<file path="src/rtl/lzwp_pkg.sv">
// Shared types and constants for the LZW code bit packer.
`default_nettype none
package lzwp_pkg;
	localparam int MAX_CODE_BITS = 16;
	localparam int MIN_CODE_BITS = 8;
	localparam int LEFT_W = 7;
	localparam int ACC_W = LEFT_W + MAX_CODE_BITS;
	localparam int CW_W = 5;
	localparam int TOT_W = 5;
	localparam int BMW_W = 4;
	localparam int S_DATA_W = 24;

	localparam logic [1:0] CMD_CODE = 2'd0;
	localparam logic [1:0] CMD_FLUSH = 2'd1;
	localparam logic [1:0] CMD_PAD = 2'd2;

	localparam logic REG_MSB_FIRST = 1'b0;
	localparam logic REG_NO_ALIGN = 1'b1;

	localparam logic [CW_W-1:0] ALIGN_RESET = CW_W'(9);

	typedef struct packed {
		logic load;
		logic step;
		logic finish;
	} cmd_t;

	typedef struct packed {
		logic slot_free;
		logic has_byte;
		logic more;
	} stat_t;

	function automatic logic [CW_W-1:0] clamp_width(input logic [CW_W-1:0] w);
		logic [CW_W-1:0] r;
		if (w < CW_W'(MIN_CODE_BITS)) begin
			r = CW_W'(MIN_CODE_BITS);
		end else if (w > CW_W'(MAX_CODE_BITS)) begin
			r = CW_W'(MAX_CODE_BITS);
		end else begin
			r = w;
		end
		return r;
	endfunction
endpackage
`default_nettype wire

</file>
<file path="src/rtl/lzwp_ctrl.sv">
// Controller state machine for the LZW code bit packer.
`default_nettype none
module lzwp_ctrl
	import lzwp_pkg::*;
(
	input  wire   clk,
	input  wire   arst_n,
	input  wire   in_valid,
	output logic  in_ready,
	input  stat_t stat,
	output cmd_t  cmd
);
	localparam logic ST_IDLE = 1'b0;
	localparam logic ST_RUN = 1'b1;

	logic state_q;
	logic state_n;

	always_comb begin
		in_ready = (state_q == ST_IDLE);
		cmd.load = in_ready && in_valid;
		cmd.step = (state_q == ST_RUN) && stat.slot_free;
		cmd.finish = cmd.step && !(stat.has_byte && stat.more);
		state_n = state_q;
		unique case (state_q)
			ST_IDLE: begin
				if (in_valid) begin
					state_n = ST_RUN;
				end
			end
			ST_RUN: begin
				if (cmd.finish) begin
					state_n = ST_IDLE;
				end
			end
			default: state_n = ST_IDLE;
		endcase
	end

	always_ff @(posedge clk or negedge arst_n) begin
		if (!arst_n) begin
			state_q <= ST_IDLE;
		end else begin
			state_q <= state_n;
		end
	end

	a_load_idle: assert property (@(posedge clk) disable iff (!arst_n)
		cmd.load |=> state_q == ST_RUN)
		else $error("load did not start a run");
	a_no_step_idle: assert property (@(posedge clk) disable iff (!arst_n)
		cmd.step |-> !cmd.load)
		else $error("step while loading");
	a_finish_idle: assert property (@(posedge clk) disable iff (!arst_n)
		cmd.finish |=> in_ready)
		else $error("finish did not return to idle");
endmodule
`default_nettype wire

</file>
<file path="src/rtl/lzwp_dpath.sv">
// Datapath for the LZW code bit packer: bit accumulator, counters, output register.
`default_nettype none
module lzwp_dpath
	import lzwp_pkg::*;
(
	input  wire                   clk,
	input  wire                   arst_n,
	input  cmd_t                  cmd,
	output stat_t                 stat,
	input  wire  [1:0]            in_cmd,
	input  wire  [MAX_CODE_BITS-1:0] in_code,
	input  wire  [CW_W-1:0]       in_width,
	input  wire                   cfg_wr,
	input  wire                   cfg_idx,
	input  wire                   cfg_val,
	output logic [7:0]            out_byte,
	output logic                  out_last,
	output logic                  out_valid,
	input  wire                   out_ready
);
	logic [1:0]               cmd_q;
	logic [CW_W-1:0]          w_q;
	logic [ACC_W-1:0]         acc_q;
	logic [TOT_W-1:0]         tot_q;
	logic [BMW_W-1:0]         bmw_q;
	logic [CW_W-1:0]          align_q;
	logic                     msb_q;
	logic                     noal_q;
	logic [7:0]               out_q;
	logic                     olast_q;
	logic                     ovalid_q;

	logic [CW_W-1:0]          w_in;
	logic [MAX_CODE_BITS:0]   cmask;
	logic [MAX_CODE_BITS-1:0] codem;
	logic [ACC_W-1:0]         acc_ld;
	logic [TOT_W-1:0]         tot_ld;

	logic                     code_b;
	logic                     flush_b;
	logic                     pad_b;
	logic                     counts;
	logic [ACC_W-1:0]         acc_sh;
	logic [ACC_W-1:0]         acc_n;
	logic [TOT_W-1:0]         tot_n;
	logic [BMW_W-1:0]         bmw_inc;
	logic [BMW_W-1:0]         bmw_n;
	logic [7:0]               byte_n;

	always_comb begin
		w_in = clamp_width(in_width);
		cmask = (MAX_CODE_BITS+1)'(((MAX_CODE_BITS+1)'(1) << w_in) - (MAX_CODE_BITS+1)'(1));
		codem = in_code & cmask[MAX_CODE_BITS-1:0];
		tot_ld = TOT_W'(tot_q[2:0]) + TOT_W'(w_in);
		if (msb_q) begin
			acc_ld = ({{MAX_CODE_BITS{1'b0}}, acc_q[LEFT_W-1:0]} << w_in)
				| {{LEFT_W{1'b0}}, codem};
		end else begin
			acc_ld = {{MAX_CODE_BITS{1'b0}}, acc_q[LEFT_W-1:0]}
				| ({{LEFT_W{1'b0}}, codem} << tot_q[2:0]);
		end
	end

	always_comb begin
		code_b = (tot_q >= TOT_W'(8));
		flush_b = !code_b && (cmd_q == CMD_FLUSH || cmd_q == CMD_PAD) && (tot_q != '0);
		pad_b = !code_b && !flush_b && (cmd_q == CMD_PAD) && (bmw_q != '0);
		counts = ((code_b || flush_b) && !noal_q) || pad_b;
		if (({1'b0, bmw_q} + CW_W'(1)) == align_q) begin
			bmw_inc = '0;
		end else begin
			bmw_inc = bmw_q + BMW_W'(1);
		end
		bmw_n = counts ? bmw_inc : bmw_q;
		acc_n = acc_q;
		tot_n = tot_q;
		byte_n = 8'd0;
		acc_sh = acc_q >> (tot_q - TOT_W'(8));
		priority if (code_b) begin
			tot_n = tot_q - TOT_W'(8);
			if (msb_q) begin
				byte_n = acc_sh[7:0];
				acc_n = acc_q & ACC_W'((ACC_W'(1) << tot_n) - ACC_W'(1));
			end else begin
				byte_n = acc_q[7:0];
				acc_n = acc_q >> 8;
			end
		end else if (flush_b) begin
			tot_n = '0;
			acc_n = '0;
			if (msb_q) begin
				byte_n = acc_q[7:0] << (TOT_W'(8) - tot_q);
			end else begin
				byte_n = acc_q[7:0];
			end
		end else begin
			byte_n = 8'd0;
		end
		stat.slot_free = !ovalid_q || out_ready;
		stat.has_byte = code_b || flush_b || pad_b;
		stat.more = (tot_n >= TOT_W'(8))
			|| ((cmd_q == CMD_FLUSH || cmd_q == CMD_PAD) && tot_n != '0)
			|| (cmd_q == CMD_PAD && bmw_n != '0);
	end

	always_ff @(posedge clk or negedge arst_n) begin
		if (!arst_n) begin
			acc_q <= '0;
			tot_q <= '0;
			bmw_q <= '0;
			align_q <= ALIGN_RESET;
			msb_q <= 1'b0;
			noal_q <= 1'b0;
			ovalid_q <= 1'b0;
			cmd_q <= CMD_CODE;
			w_q <= ALIGN_RESET;
		end else begin
			if (cfg_wr) begin
				unique case (cfg_idx)
					REG_MSB_FIRST: msb_q <= cfg_val;
					REG_NO_ALIGN:  noal_q <= cfg_val;
					default: ;
				endcase
			end
			if (cmd.load) begin
				cmd_q <= in_cmd;
				w_q <= w_in;
				if (in_cmd == CMD_CODE || in_cmd == CMD_FLUSH) begin
					acc_q <= acc_ld;
					tot_q <= tot_ld;
				end
			end
			if (cmd.step) begin
				acc_q <= acc_n;
				tot_q <= tot_n;
				bmw_q <= bmw_n;
				if (cmd.finish && cmd_q == CMD_PAD) begin
					align_q <= w_q;
				end
			end
			if (cmd.step && stat.has_byte) begin
				ovalid_q <= 1'b1;
			end else if (out_ready) begin
				ovalid_q <= 1'b0;
			end
		end
	end

	always_ff @(posedge clk) begin
		if (cmd.step && stat.has_byte) begin
			out_q <= byte_n;
			olast_q <= !stat.more;
		end
	end

	assign out_byte = out_q;
	assign out_last = olast_q;
	assign out_valid = ovalid_q;

	a_bmw_range: assert property (@(posedge clk) disable iff (!arst_n)
		{1'b0, bmw_q} < align_q)
		else $error("alignment count out of range");
	a_align_range: assert property (@(posedge clk) disable iff (!arst_n)
		align_q >= CW_W'(MIN_CODE_BITS) && align_q <= CW_W'(MAX_CODE_BITS))
		else $error("alignment width out of range");
	a_load_total: assert property (@(posedge clk) disable iff (!arst_n)
		cmd.load && (in_cmd == CMD_CODE || in_cmd == CMD_FLUSH)
		|=> tot_q == TOT_W'($past(tot_q[2:0])) + $past(w_in))
		else $error("bit total wrong after load");
endmodule
`default_nettype wire

</file>
<file path="src/rtl/lzw_code_bit_packer.sv">
// Top level of the LZW code bit packer.
// Usage:
// - Slave stream carries one command per transaction: tuser holds cmd, tdata holds
//   code and code_width. cmd 0 writes a code, cmd 1 writes a code then flushes the
//   partial byte, cmd 2 flushes, pads zero bytes to the alignment width and then
//   takes code_width as the new alignment width. cmd 3 does nothing.
// - Master stream carries one packed byte per transaction; tlast marks the final
//   byte caused by a command. A command that causes no byte returns nothing.
// - Configuration channel writes msb_first (index 0) and no_alignment (index 1);
//   write it only while the stream is idle.
// A command is taken, then one byte leaves per cycle through the output register
// while the receiver accepts bytes. The next command is accepted once the last
// byte of the previous one is in the output register, while that byte still waits.
// A stalled receiver holds the output register and stops the byte sequencer.
// Reset clears the leftover bits, the alignment count and both config registers,
// and sets the alignment width to 9.
`default_nettype none
module lzw_code_bit_packer
	import lzwp_pkg::*;
(
	input  wire                 clk,
	input  wire                 arst_n,
	input  wire                 s_tvalid,
	output logic                s_tready,
	input  wire  [S_DATA_W-1:0] s_tdata,  // code[15:0], code_width[20:16], zero pad
	input  wire  [1:0]          s_tuser,  // cmd[1:0]
	output logic                m_tvalid,
	input  wire                 m_tready,
	output logic [7:0]          m_tdata,  // out_byte[7:0]
	output logic                m_tlast,
	input  wire                 cfg_valid,
	output logic                cfg_ready,
	input  wire                 cfg_index,
	input  wire                 cfg_data
);
	cmd_t  cmd;
	stat_t stat;

	assign cfg_ready = 1'b1;

	lzwp_ctrl u_ctrl (
		.clk      (clk),
		.arst_n   (arst_n),
		.in_valid (s_tvalid),
		.in_ready (s_tready),
		.stat     (stat),
		.cmd      (cmd)
	);

	lzwp_dpath u_dpath (
		.clk       (clk),
		.arst_n    (arst_n),
		.cmd       (cmd),
		.stat      (stat),
		.in_cmd    (s_tuser),
		.in_code   (s_tdata[MAX_CODE_BITS-1:0]),
		.in_width  (s_tdata[MAX_CODE_BITS+CW_W-1:MAX_CODE_BITS]),
		.cfg_wr    (cfg_valid),
		.cfg_idx   (cfg_index),
		.cfg_val   (cfg_data),
		.out_byte  (m_tdata),
		.out_last  (m_tlast),
		.out_valid (m_tvalid),
		.out_ready (m_tready)
	);
endmodule
`default_nettype wire
</file>
<file path="config.mk">
export PLATFORM = sky130hd
export DESIGN_NAME = lzw_code_bit_packer
export DESIGN_NICKNAME = d
export VERILOG_FILES = /design/src/rtl/lzwp_pkg.sv /design/src/rtl/lzwp_ctrl.sv /design/src/rtl/lzwp_dpath.sv /design/src/rtl/lzw_code_bit_packer.sv
export SDC_FILE = /design/constraint.sdc
export NUM_CORES = 1
export LEC_CHECK = 0
export BUFFER_PORTS_ARGS = -buffer_cell sky130_fd_sc_hd__buf_2
export CORE_MARGIN = 10
export CORE_UTILIZATION = 45
export CTS_CLUSTER_DIAMETER = 150
export DETAILED_ROUTE_END_ITERATION = 8
export PLACE_DENSITY_LB_ADDON = 0.15
export SYNTH_ARGS = -nofsm -noshare
export SYNTH_HDL_FRONTEND = slang
export SYNTH_SLANG_ARGS = --single-unit
export TNS_END_PERCENT = 5
</file>
<file path="constraint.sdc">
create_clock -name clk -period 4.03 [get_ports clk]
set_input_delay 0.2015 -clock clk [delete_from_list [all_inputs] [get_ports clk]]
set_output_delay 0.2015 -clock clk [all_outputs]
set_load 0.01 [all_outputs]
</file>
Word-level counts from Yosys, hierarchy flattened
Cells that the tools add are included.

operators by class
  $add $sub $neg = 7
  $lt $le $gt $ge = 4
  equal/unequal tests = 5
  shift operators = 6
  muxes and demuxes = 25
  bitwise operators = 6
  reductions and logical operators = 41

operator list
  operator                 number
  $mux W23                 7
  $mux W5                  7
  $mux W8                  4
  $and A23 B23 Y23         1
  $or A23 B16 Y23          1
  $or A7 B23 Y23           1
  $shl A1 B5 Y23 const A   1
  $shl A16 B3 Y23          1
  $shl A7 B5 Y23           1
  $shr A23 B5 Y8           1
  $sub A23 B2 Y23 const B  1
  $and A16 B16 Y16         1
  $shl A1 B5 Y16 const A   1
  $sub A16 B2 Y16 const B  1
  $logic_and A1 B1 Y1      14
  $ge A5 B4 Y1 const B     2
  $reduce_bool A5 Y1       2
  $logic_or A1 B1 Y1       8
  $mux W4                  2
  $reduce_and A2 Y1        4
  $reduce_bool A4 Y1       2
  $shl A8 B5 Y8            1
  $logic_not A1 Y1         6
  $reduce_bool A2 Y1       3
  other kinds (16)         21

word-level totals
  flip-flop bits (word level) = 57
  input port bits = 33
  output and inout bits = 12
  word-level logic and storage cells = 106

Longest topological paths before layout
Gate-level depths: netlist of run 1.

  word-level depth = 18
  depth in mapped cells = 15
  depth with buffers taken out = 11

By module
From an unflattened synthesis of run 1, not the netlist that was laid out.

unflattened totals
  cell total of the unflattened synthesis = 821
  area total of the unflattened synthesis = 6,745.2 µm²

by module, submodules not included
  module               instances  cells an instance  area an instance (µm²)  seq. area each (µm²)
  lzwp_dpath           1          811                6,670.1                 1,451.4
  lzwp_ctrl            1          8                  63.8                    25.0
  lzw_code_bit_packer  1          2                  11.3                    0.0

Least setup slack after synthesis of run 1
Ideal clock, no wire load.

  kind = reg-to-reg
  start point = register u_dpath.tot_q[3]
  end point = register u_dpath.acc_q[18]
  setup time = 140 ps
  arrival time = 3,444 ps
  required time = 3,890 ps
  slack = 446 ps
  stages on the path, launching flop included = 16
  buffers on the path = 5
  period minus slack after synthesis = 3,584 ps
  cells stage by stage = dfrtp_1 -> buf_6 -> inv_2 -> buf_1 -> ha_1 -> clkbuf_1 -> and2_1 -> clkbuf_1 -> nand2_1 -> ha_1 -> o311ai_0 -> or2_2 -> clkbuf_1 -> or3_1 -> a41oi_1 -> o311ai_1

on the way
  word-level cells in the longest chain between the ends = 7
  elaborated cells on any way between the ends = 14
  classes of those cells = add/sub (2); order compare (1); eq/ne (1); shift (1); mux (3); bitwise (1); reduce/logical (5)

ends and longest elaborated chain
  what                      line               source
  start: declaration        lzwp_dpath.sv:24   logic [TOT_W-1:0] tot_q;
  start signal: assignment  lzwp_dpath.sv:130  tot_q <= tot_ld;
  start signal: assignment  lzwp_dpath.sv:135  tot_q <= tot_n;
  $sub A5 B4 Y5             lzwp_dpath.sv:80   tot_n = tot_q - TOT_W'(8);
  $shl A1 B5 Y23            lzwp_dpath.sv:83   acc_n = acc_q & ACC_W'((ACC_W'(1) << tot_n) - ACC_W'(1));
  $sub A23 B2 Y23           lzwp_dpath.sv:83
  $and A23 B23 Y23          lzwp_dpath.sv:83
  $mux W23                  lzwp_dpath.sv:81   if (msb_q) begin
  $mux W23                  lzwp_dpath.sv:79   priority if (code_b) begin
  $mux W23                  lzwp_dpath.sv:133  if (cmd.step) begin
  end signal: assignment    lzwp_dpath.sv:129  acc_q <= acc_ld;
  end signal: assignment    lzwp_dpath.sv:134  acc_q <= acc_n;
  end: declaration          lzwp_dpath.sv:23   logic [ACC_W-1:0] acc_q;

Parallel ways exist; a longest one is shown, timed or not.
A chain may end at the register's enable or synchronous reset.

Worst setup path after layout of run 1
  start point = register u_dpath.tot_q[0]
  end point = register u_dpath.acc_q[18]

Same word-level chain as after synthesis.

==> results of run 1 <==
-- layout make-up --
cell class	count	area (um2)	area share
Inverter	25	93.8	0.0131
Clock inverter	7	61.3	0.00854
Clock buffer	9	225	0.0314
Multi-Input combinational cell	663	4750	0.662
Timing Repair Buffer	58	338	0.0470
Sequential cell	57	1480	0.206
Tap cell	184	230	0.0321
-- final timing paths --
| kind | from | end | slack, ps |
|---|---|---|---|
| setup / recovery | u_dpath.tot_q[0] | u_dpath.acc_q[18] | 800 |
| hold / removal | s_tuser[0] | u_dpath.cmd_q[0] | 100 |
| setup reg to reg | u_dpath.tot_q[0] | u_dpath.acc_q[18] | 800 |
| hold reg to reg | u_dpath.w_q[0] | u_dpath.w_q[0] | 480 |
| max in group asynchronous | arst_n | u_dpath.tot_q[0] | 3020 |
| min in group asynchronous | arst_n | u_dpath.acc_q[21] | 490 |
-- state kept, by name (all words and copies together), names as in the netlist --
signal / flops
u_ctrl.state_q: 1
u_dpath.acc_q: 23
u_dpath.align_q: 5
u_dpath.bmw_q: 4
u_dpath.cmd_q: 2
u_dpath.msb_q: 1
u_dpath.noal_q: 1
u_dpath.out_byte: 8
u_dpath.out_last: 1
u_dpath.out_valid: 1
u_dpath.tot_q: 5
u_dpath.w_q: 5
-- placed cells by master, fill, tap and decap left out, types with 18 or more instances in the layout --
cell | synthesis | layout
nand3_1 | 21 | 21
a21oi_1 | 49 | 49
mux2i_1 | 36 | 36
nand2_1 | 93 | 93
inv_1 | 20 | 20
buf_2 | 13 | 40
mux4_2 | 22 | 22
a31oi_1 | 18 | 18
mux2_2 | 19 | 19
o21ai_0 | 62 | 62
dfrtp_1 | 44 | 42
nor2_1 | 57 | 57
o211ai_1 | 18 | 18
-- cell families after synthesis --
family | after synthesis | share of synthesized area
other | 1 | 0.000564
multiplexers | 78 | 0.165
AO/OA/AOI/OAI | 286 | 0.301
AND/OR/NAND/NOR | 265 | 0.197
buffers and inverters | 104 | 0.0642
flip-flops | 57 | 0.222
XOR/XNOR | 13 | 0.0171
adder cells (fa/ha/maj) | 18 | 0.0335
-- Yosys cell counts, types with 13 or more instances --
| cell | number | area (um2) |
|---|---|---|
| nor2b_1 | 15 | 93.8 |
| nand2_1 | 93 | 349 |
| buf_2 | 13 | 65.1 |
| inv_1 | 20 | 75.1 |
| nor2_1 | 57 | 214 |
| nand2b_1 | 13 | 81.3 |
| mux2_2 | 19 | 214 |
| o211ai_1 | 18 | 135 |
| mux2i_1 | 36 | 360 |
| a21oi_1 | 49 | 245 |
| nand3_1 | 21 | 105 |
| o21ai_0 | 62 | 310 |
| a31oi_1 | 18 | 113 |
| dfrtp_1 | 44 | 1100 |
| mux4_2 | 22 | 495 |
| a22oi_1 | 13 | 97.6 |
| ha_1 | 17 | 213 |
| clkbuf_1 | 54 | 203 |
-- through the flow --
stage	utilization	setup slack, ps
floorplan	-	446
global placement	0.476	900
detailed placement	0.476	833
CTS	0.496	816
global route	0.496	627
finish	0.496	796
-- repair_timing --
item	4_1_cts	5_1_grt
hold buffers	1	0
endpoints found under the hold margin	6	0
endpoints found under the setup margin	0	0
-- power breakdown --
| group | total, uW | internal [uW] | switching, uW |
|---|---|---|---|
| registers | 1210 | 838 | 371 |
| logic | 3620 | 1380 | 2250 |
| clock network | 754 | 470 | 284 |
| total | 5590 | 2680 | 2900 |
-- metal layers --
layer  vias to the layer above  GRT usage  part of all wire  wire (um)
met1                      3373      0.321              0.42      10300
met5                         -          0                 0          0
li1                       3127          -                 -          -
met2                       447      0.365              0.45      11200
met3                        58     0.0554             0.098       2440
met4                         0      0.108             0.035        871
==> metrics.md, run 1 <==
| Metric | Value |
|---|---|
| Largest net degree at the start of global routing | 58 |
| Placed Cells | 986 |
| CP cell instances | clkinv_1, buf_4, ha_1, ha_1, nand2_1, ha_1, o311ai_0, or2_2, or3_1, a41oi_1, o311ai_1 |
| Grt ovf | 0 |
| Share of layout cells above drive strength 1 | 0.164 |
| Path depth of the worst reg2reg path | 11 |
| CTS Sinks | 57 |
| Yosys Warn Count | 0 |
| Syn_area_per_cell | 8.08 um2 |
| Drt wl/cell | 24.8 um |
| First-pass GRT wire length | 38700 um |
| DPL Wire Length | 18200 um |
| Top_reg_cell synth | dfrtp_1 |
| #FFs+latches synth | 57 |
| Ys async rst share | 0.842 |
| Via count | 7005 |
| Buf+Inv Stages, Crit Path | 2 |
| H-tree Lvls | 3 |
| Critical Path RT | 4240 ps |
| Setup Buffers After CTS | 0 |
| Antenna diode count | 0 |
| CTS tree | yes |
| Slew HR | 0.207 |
| Fin. max-slew vios | 0 |
| Post-route DRC | 0 |
| Root Driver | clkbuf_16 |
| Initial antenna violation count | 0 |
| Hold WS | 100 ps |
| Worst path max stage delay | 400 ps |
| Mapped Area | 6650 um2 |
| Bufs on Longest Clock Path | 2 |
| GRT Util Overall | 0.242 |
| Total CTS buffers | 9 |
| Total leakage power | 0.00273 uW |
| Fillcell total | 1405 |
| Placer's final routability congestion estimate | 1.04 |
| Startpoint class of the critical path | flop |
| Final period utilization | 0.802 |
| Die height | 142 um |
| Peak supply drop | 0.280 mV |
| Crit-path slowest cell | or2_2 |
| Die width | 142 um |
| Non-Filler Instances | 1003 |
| CP arrival | 3440 ps |
| # port buffers | 40 |
| Area grow syn2layout | 8.08% |
| FMAX | 309 MHz |
| Status | completed |
| Synth unique cells | 84 |
| Initial DRC count | 780 |
| Cell family with most CP delay | adder cells |
| Post-DP Area | 6890 um2 |
| Routed Antenna Nets | 0 |
| Crit path depth | 11 |
| Sequential area share after synthesis | 0.222 |
| DR vias/cell | 6.98 |
| Layout net count | 864 |
| Synth Instances | 822 |
| Routed WL | 24800 um |
| Vias in the first global route | 6696 |
| Worst hold path class | in -> reg |
| Worst-Skew Late Latency | 350 ps |
| Initial Utilization | 0.459 |
| Overall Power | 5590 uW |
| Pwr Density | 778 nW/um2 |
| Min Tclk post-route | 3230 ps |
| CTS clock-pin slew for the worst setup and hold paths | 50 ps |
| Post-CTS sizing | 0 |
| Cells on Worst Hold Path | 2 |
| Tightest Pin Transition | 1180 ps |
| CP most frequent cell | ha_1 |
| WS Path Type | reg -> reg |
| Critical path endpoint category | flop |
| Placeable Area | 14500 um2 |
| TNS Setup | 0 ps |
| RSZ-0062 raised after global routing | false |
| Crit-path max FO | 11 |
| Final Skew | 8.16 ps |
| Die area | 20000 um2 |
| Site Rows | 44 |
| Post-synth EDFFs | 9 |
| Final hold viol count | 0 |
| IO Count | 45 |
| Max-Cap Viols | 0 |
| Final setup viols | 0 |
| Final instance area | 7180 um2 |
| Pre-antenna DRT Iters | 6 |
(Power assumes the default switching activity.)
==> run 2: changes to the inputs <==
--- a/config.mk
+++ b/config.mk
@@ -5,6 +5,7 @@
 export SDC_FILE = /design/constraint.sdc
 export NUM_CORES = 1
 export LEC_CHECK = 0
+export ABC_AREA = 1
 export BUFFER_PORTS_ARGS = -buffer_cell sky130_fd_sc_hd__buf_2
 export CORE_MARGIN = 10
 export CORE_UTILIZATION = 45
==> constraint.sdc (replaced) <==
create_clock -name clk -period 2.8 [get_ports clk]
set_input_delay 0.14 -clock clk [delete_from_list [all_inputs] [get_ports clk]]
set_output_delay 0.14 -clock clk [all_outputs]
set_load 0.01 [all_outputs]
==> metrics.md, run 2 <==
| Metric | Value |
|---|---|
| Status | completed |
| Site Rows | 43 (-2.3%) |
| Min Tclk post-route | 2500 ps (-731 ps) |
| FMAX | 400 MHz (+29%) |
| Bufs on Longest Clock Path | 2 (unchanged) |
| Peak supply drop | 0.506 mV (+81%) |
| Slew HR | 0.641 (+0.435) |
| Crit-path max FO | 7 (-4) |
| Fin. max-slew vios | 0 (unchanged) |
| Synth unique cells | 53 (-37%) |
| Biggest register | u_dpath.acc_q |
| Placement Setup Slack | 266 ps (-567 ps) |
| Initial Utilization | 0.457 (-0.00183) |
| DR vias/cell | 5.64 (-19%) |
| Placeable Area | 13800 um2 (-4.9%) |
| Routed WL | 21400 um (-14%) |
| Pre-antenna DRT Iters | 6 (unchanged) |
| Worst-Skew Late Latency | 330 ps (-20 ps) |
| Antenna diode count | 0 (unchanged) |
| CP arrival | 2550 ps (-890 ps) |
| Mapped Area | 6300 um2 (-5.3%) |
| Initial antenna violation count | 0 (unchanged) |
| Via count | 6997 (-0.11%) |
| CTS Sinks | 57 (unchanged) |
| First-pass GRT wire length | 34200 um (-11%) |
| Die width | 138 um (-2.3%) |
| Placer's final routability congestion estimate | 0.952 (-8.5%) |
| GRT Util Overall | 0.216 (-0.0257) |
| Grt ovf | 0 (unchanged) |
| Ys async rst share | 0.842 (unchanged) |
| Top cells by count, synth | nand2_1, o21ai_0, inv_1, nor2_1, nand3_1 |
| Critical Path RT | 2850 ps (-1390 ps) |
| Sequential area share after synthesis | 0.234 (+0.0123) |
| WS Path Type | reg -> reg |
| Root Driver | clkbuf_16 |
| Post-route DRC | 0 (unchanged) |
| Top cells by area, synth | dfrtp_1, nand2_1, o21ai_0, inv_1, nor2_1 |
| Total CTS buffers | 9 (unchanged) |
| Routed Antenna Nets | 0 (unchanged) |
| Layout net count | 1106 (+28%) |
| Vias in the first global route | 6436 (-3.9%) |
| Die area | 19100 um2 (-4.5%) |
| Final core utilization | 0.516 (+0.0196) |
| Final WS setup | 297 ps (-499 ps) |
| Initial DRC count | 791 (+1.4%) |
| Final instance area | 7100 um2 (-1.1%) |
| Yosys top cell by area | dfrtp_1 |
| Post-DP Area | 6740 um2 (-2.1%) |
| Area grow syn2layout | 12.8% |
| #FFs+latches synth | 57 (unchanged) |
| Final setup viols | 0 (unchanged) |
| Final Skew | 9.51 ps (+1.35 ps) |
| Final period utilization | 0.894 (+0.0914) |
| Synth Instances | 1017 (+24%) |
| Startpoint class of the critical path | flop |
| Tightest Pin Transition | 536 ps (-645 ps) |
| Leading cell type in the layout, fill and taps excluded | nand2_1 |
| DPL Wire Length | 17000 um (-6.5%) |
| H-tree Lvls | 3 (unchanged) |
| Share of layout cells above drive strength 1 | 0.139 (-0.0241) |
| CTS tree | yes |
| Die height | 138 um (-2.3%) |
| Commonest cells after routing, fill and taps aside | nand2_1, o21ai_0, inv_1 |
| Post-synth EDFFs | 9 (unchanged) |
| # port buffers | 40 (unchanged) |
| Worst hold path class | in -> reg |
| Critical path endpoint category | flop |
| Total leakage power | 0.00350 uW (+28%) |
| RSZ-0062 raised after global routing | false |
| Final hold viol count | 0 (unchanged) |
| Max FFs per register | 23 (unchanged) |
| Drt wl/cell | 17.3 um (-30%) |
| Yosys top cell area share | 0.175 (+0.00919) |
| TNS Setup | 0 ps (unchanged) |
| Largest net degree at the start of global routing | 46 (-21%) |
| Syn_area_per_cell | 6.19 um2 (-23%) |
| Most numerous cell in the Yosys netlist | nand2_1 |
| Top_reg_cell synth | dfrtp_1 |
| CTS clock-pin slew for the worst setup and hold paths | 60 ps (about the same) |
| Max-Cap Viols | 0 (unchanged) |
| Pwr Density | 1180 nW/um2 (+51%) |
| Yosys Warn Count | 0 (unchanged) |
| IO Count | 45 (unchanged) |
-- run 2: changes by cell type in the layout (fill, tap and decap cells not counted), sizes merged, moves of 19 or more --
cell and delta:
nor2 +46, mux2i -29, inv +90, mux2 -19, mux4 -23, nand3 +36
nand2 +220, o21ai +80
-- run 2: layer usage --
layer  GRT usage  vias to the layer above  share of wire
met3      0.0346                       42          0.066
met4      0.0805                        0          0.030
met2       0.334                      263           0.45
met1       0.295                     3206           0.45
met5           0                        -              0
li1            -                     3486              -
-- run 2: cells by family after synthesis --
logic type      share of synthesized area
compound gates                      0.241
xor+xnor                           0.0195
fa+ha+maj                          0.0338
buf+inv                            0.0984
flops                               0.234
mux                                0.0111
other cells                      0.000596
simple gates                        0.361
-- run 2: worst paths after layout --
check	from	endpoint	slack, ps	depth (start not counted)
setup / recovery	u_dpath.tot_q[0]	u_dpath.out_byte[7]	300	11
hold / removal	cfg_index	u_dpath.noal_q	20	2
setup reg to reg	u_dpath.tot_q[0]	u_dpath.out_byte[7]	300	11
hold reg to reg	u_dpath.align_q[2]	u_dpath.align_q[2]	470	2
max in group asynchronous	arst_n	u_dpath.acc_q[16]	1720	3
min in group asynchronous	arst_n	u_dpath.msb_q	300	2
-- run 2: where the power goes --
| part | total (uW) | switching [uW] | internal [uW] |
|---|---|---|---|
| logic | 5550 | 3730 | 1810 |
| registers | 1560 | 316 | 1240 |
| clock network | 1270 | 426 | 842 |
-- run 2: worst max-delay path, cell delays in order, from the launching register on --
cell and delay [ps]:
dfrtp_1 370, inv_1 140, ha_1 200, buf_4 130
inv_1 50, o21ai_0 180, xor2_1 420, a21oi_1 110
o21ai_0 260, a21oi_1 100, nand4_1 100, o221ai_1 150
-- run 2: repair_timing --
item	in CTS	in global routing
endpoints found under the setup margin	0	1
hold endpoints to repair	16	0
setup buffers	0	0
hold buffers	1	0
resized for setup	0	1
-- run 2: per-stage QoR --
| step | hold WS (ps) | total power, uW | instances |
|---|---|---|---|
| after floorplan | -156 | 5530 | 1019 |
| final | 22.0 | 8370 | 1241 |
| after global routing | 32.4 | 9100 | 1241 |
| after CTS | 12.9 | 8300 | 1241 |
| after detailed placement | 140 | 7000 | 1224 |
| after global placement | 142 | 6980 | 1224 |
-- run 2: final cells by class --
cell class / count / area [um2]
inverter: 111 / 427
multi-input combinational: 810 / 4210
sequential: 57 / 1480
tap: 180 / 225
clock inverter: 6 / 95.1
clock buffer: 10 / 250
timing repair buffer: 67 / 418
fill: 1506 / 6670
==> run 3: changes to the inputs <==
--- a/config.mk
+++ b/config.mk
@@ -5,7 +5,7 @@
 export SDC_FILE = /design/constraint.sdc
 export NUM_CORES = 1
 export LEC_CHECK = 0
-export ABC_AREA = 1
+export ABC_AREA = 0
 export BUFFER_PORTS_ARGS = -buffer_cell sky130_fd_sc_hd__buf_2
 export CORE_MARGIN = 10
 export CORE_UTILIZATION = 45
==> metrics.md, run 3 (synthesis results as in run 1) <==
| Metric | Value |
|---|---|
| Status | completed |
| Slew HR | 0.426 (-0.215) |
| # port buffers | 40 (unchanged) |
| Tightest Pin Transition | 861 ps (+325 ps) |
| Biggest register | u_dpath.acc_q |
| Pre-antenna DRT Iters | 5 (-1) |
| Initial Utilization | 0.459 (+0.00183) |
| Met3 GRT Util | 0.0587 (+0.0242) |
| Fin. max-slew vios | 0 (unchanged) |
| H-tree Lvls | 3 (unchanged) |
| Routed WL | 26300 um (+23%) |
| Final WS setup | 58.2 ps (-239 ps) |
| Bufs on Longest Clock Path | 2 (unchanged) |
| Largest net degree at the start of global routing | 33 (-28%) |
| CP arrival | 2970 ps (+420 ps) |
| Total leakage power | 0.00304 uW (-13%) |
| FF-to-FF End | u_dpath.acc_q[21] |
| Min Tclk post-route | 2740 ps (+239 ps) |
| GRT Util Overall | 0.257 (+0.0408) |
| Worst hold path class | in -> reg |
| Antenna diode count | 0 (unchanged) |
| Cells on Worst Hold Path | 2 (unchanged) |
| Post-route DRC | 0 (unchanged) |
| Placeable Area | 14500 um2 (+5.1%) |
| DR vias/cell | 6.90 (+22%) |
| Layout net count | 915 (-17%) |
| Startpoint class of the critical path | flop |
| CTS clock-pin slew for the worst setup and hold paths | 50 ps (about the same) |
| TNS Setup | 0 ps (unchanged) |
| Routed Antenna Nets | 0 (unchanged) |
| Final hold viol count | 0 (unchanged) |
| WS Path Type | reg -> reg |
| Share of layout cells above drive strength 1 | 0.228 (+0.0881) |
| CTS tree | yes |
| Die width | 142 um (+2.3%) |
| R2r setup slk | 60 ps (-240 ps) |
| Final setup viols | 0 (unchanged) |
| Critical path endpoint category | flop |
| Final Skew | 5.79 ps (-3.72 ps) |
| Final period utilization | 0.979 (+0.0854) |
| First-pass GRT wire length | 40400 um (+18%) |
| Worst-Skew Late Latency | 340 ps (about the same) |
| Met2 Track Usage GR | 0.383 (+0.0488) |
| Final instance area | 7690 um2 (+8.2%) |
| Die height | 142 um (+2.3%) |
| Via count | 7272 (+3.9%) |
| Commonest cells after routing, fill and taps aside | nand2_1, buf_4, o21ai_0 |
| Vias in the first global route | 6850 (+6.4%) |
| DPL Wire Length | 20100 um (+18%) |
| CTS Sinks | 57 (unchanged) |
| Pwr Density | 1160 nW/um2 (-1.7%) |
| GR peak layer | met2 |
| Path depth of the worst reg2reg path | 9 (-2) |
| Hold Startpoint | s_tuser[0] |
| Grt ovf | 0 (unchanged) |
| Initial antenna violation count | 1 (+1) |
| Placement Setup Slack | 68.9 ps (-197 ps) |
| Area grow syn2layout | 15.7% |
| Total CTS buffers | 9 (unchanged) |
| Leading cell type in the layout, fill and taps excluded | nand2_1 |
| Post-DP Area | 7350 um2 (+8.9%) |
| IO Count | 45 (unchanged) |
| Worst hold endpoint | u_dpath.cmd_q[0] |
| Crit-path max FO | 6 (-1) |
| FMAX | 365 MHz (-8.7%) |
| Peak supply drop | 0.459 mV (-9.2%) |
| Placer's final routability congestion estimate | 0.985 (+3.5%) |
| Overall Power | 8900 uW (+6.4%) |
| Site Rows | 44 (+2.3%) |
| RR Startpoint | u_dpath.tot_q[0] |
| Initial DRC count | 841 (+6.3%) |
| RSZ-0062 raised after global routing | false |
| Die area | 20000 um2 (+4.7%) |
| Critical Path RT | 3030 ps (+180 ps) |
| Max-Cap Viols | 0 (unchanged) |
| Met1 GRT Util | 0.348 (+0.0533) |
| Root Driver | clkbuf_16 |
| Max FFs per register | 23 (unchanged) |
| Drt wl/cell | 25.0 um (+44%) |
==> run 3: worst max path at each step <==
stage                                start  slack (ps)                 end
after floorplan           u_dpath.tot_q[3]        -110   u_dpath.acc_q[22]
after global placement    u_dpath.bmw_q[1]         180  u_dpath.align_q[2]
after detailed placement  u_dpath.tot_q[0]          70   u_dpath.acc_q[18]
after CTS                 u_dpath.tot_q[0]          50   u_dpath.acc_q[18]
after global routing      u_dpath.tot_q[0]           5   u_dpath.acc_q[21]
final                     u_dpath.tot_q[0]          60   u_dpath.acc_q[21]
==> run 3: layout make-up <==
cell class / count / area, um2
fill: 1399 / 6790
multi-input combinational: 663 / 4840
sequential: 57 / 1480
timing repair buffer: 109 / 721
clock buffer: 11 / 233
tap: 184 / 230
inverter: 25 / 100
clock inverter: 5 / 80.1
==> run 3: what timing repair did <==
action / 4_1_cts / 5_1_grt
resized for setup: 0 / 2
hold buffers: 1 / 0
hold endpoints to repair: 31 / 0
setup endpoints to repair: 0 / 6
setup buffers: 0 / 1
==> run 3: stage by stage <==
| step | hold slack, ps | util | instances |
|---|---|---|---|
| 4_1_cts | 31.6 | 0.530 | 1053 |
| 5_1_grt | 38.5 | 0.531 | 1054 |
| 3_3_place_gp | 277 | 0.507 | 1036 |
| 2_1_floorplan | -156 | - | 824 |
| 6_report | 42.7 | 0.531 | 1054 |
| 3_5_place_dp | 287 | 0.507 | 1036 |
==> run 3: power by group <==
group	internal [uW]	switching, uW
Sequential	1210	388
Clock	778	422
Combinational	2470	3630
Total	4460	4440
==> run 3: metal layers <==
layer | routed length [um] | part of all wire | up-vias
li1 | - | - | 3222
met1 | 11100 | 0.42 | 3531
met2 | 11600 | 0.44 | 432
met3 | 2470 | 0.094 | 85
met4 | 1060 | 0.040 | 2
met5 | 13 | 0.00049 | -
==> run 3: critical path, cell delays in order, from the launching register on <==
cell	delay [ps]
dfrtp_2	430
clkinv_2	110
ha_2	240
ha_2	230
nor2_1	100
a2bb2oi_1	70
o221a_1	280
a211o_1	330
or4_1	510
a221o_1	320
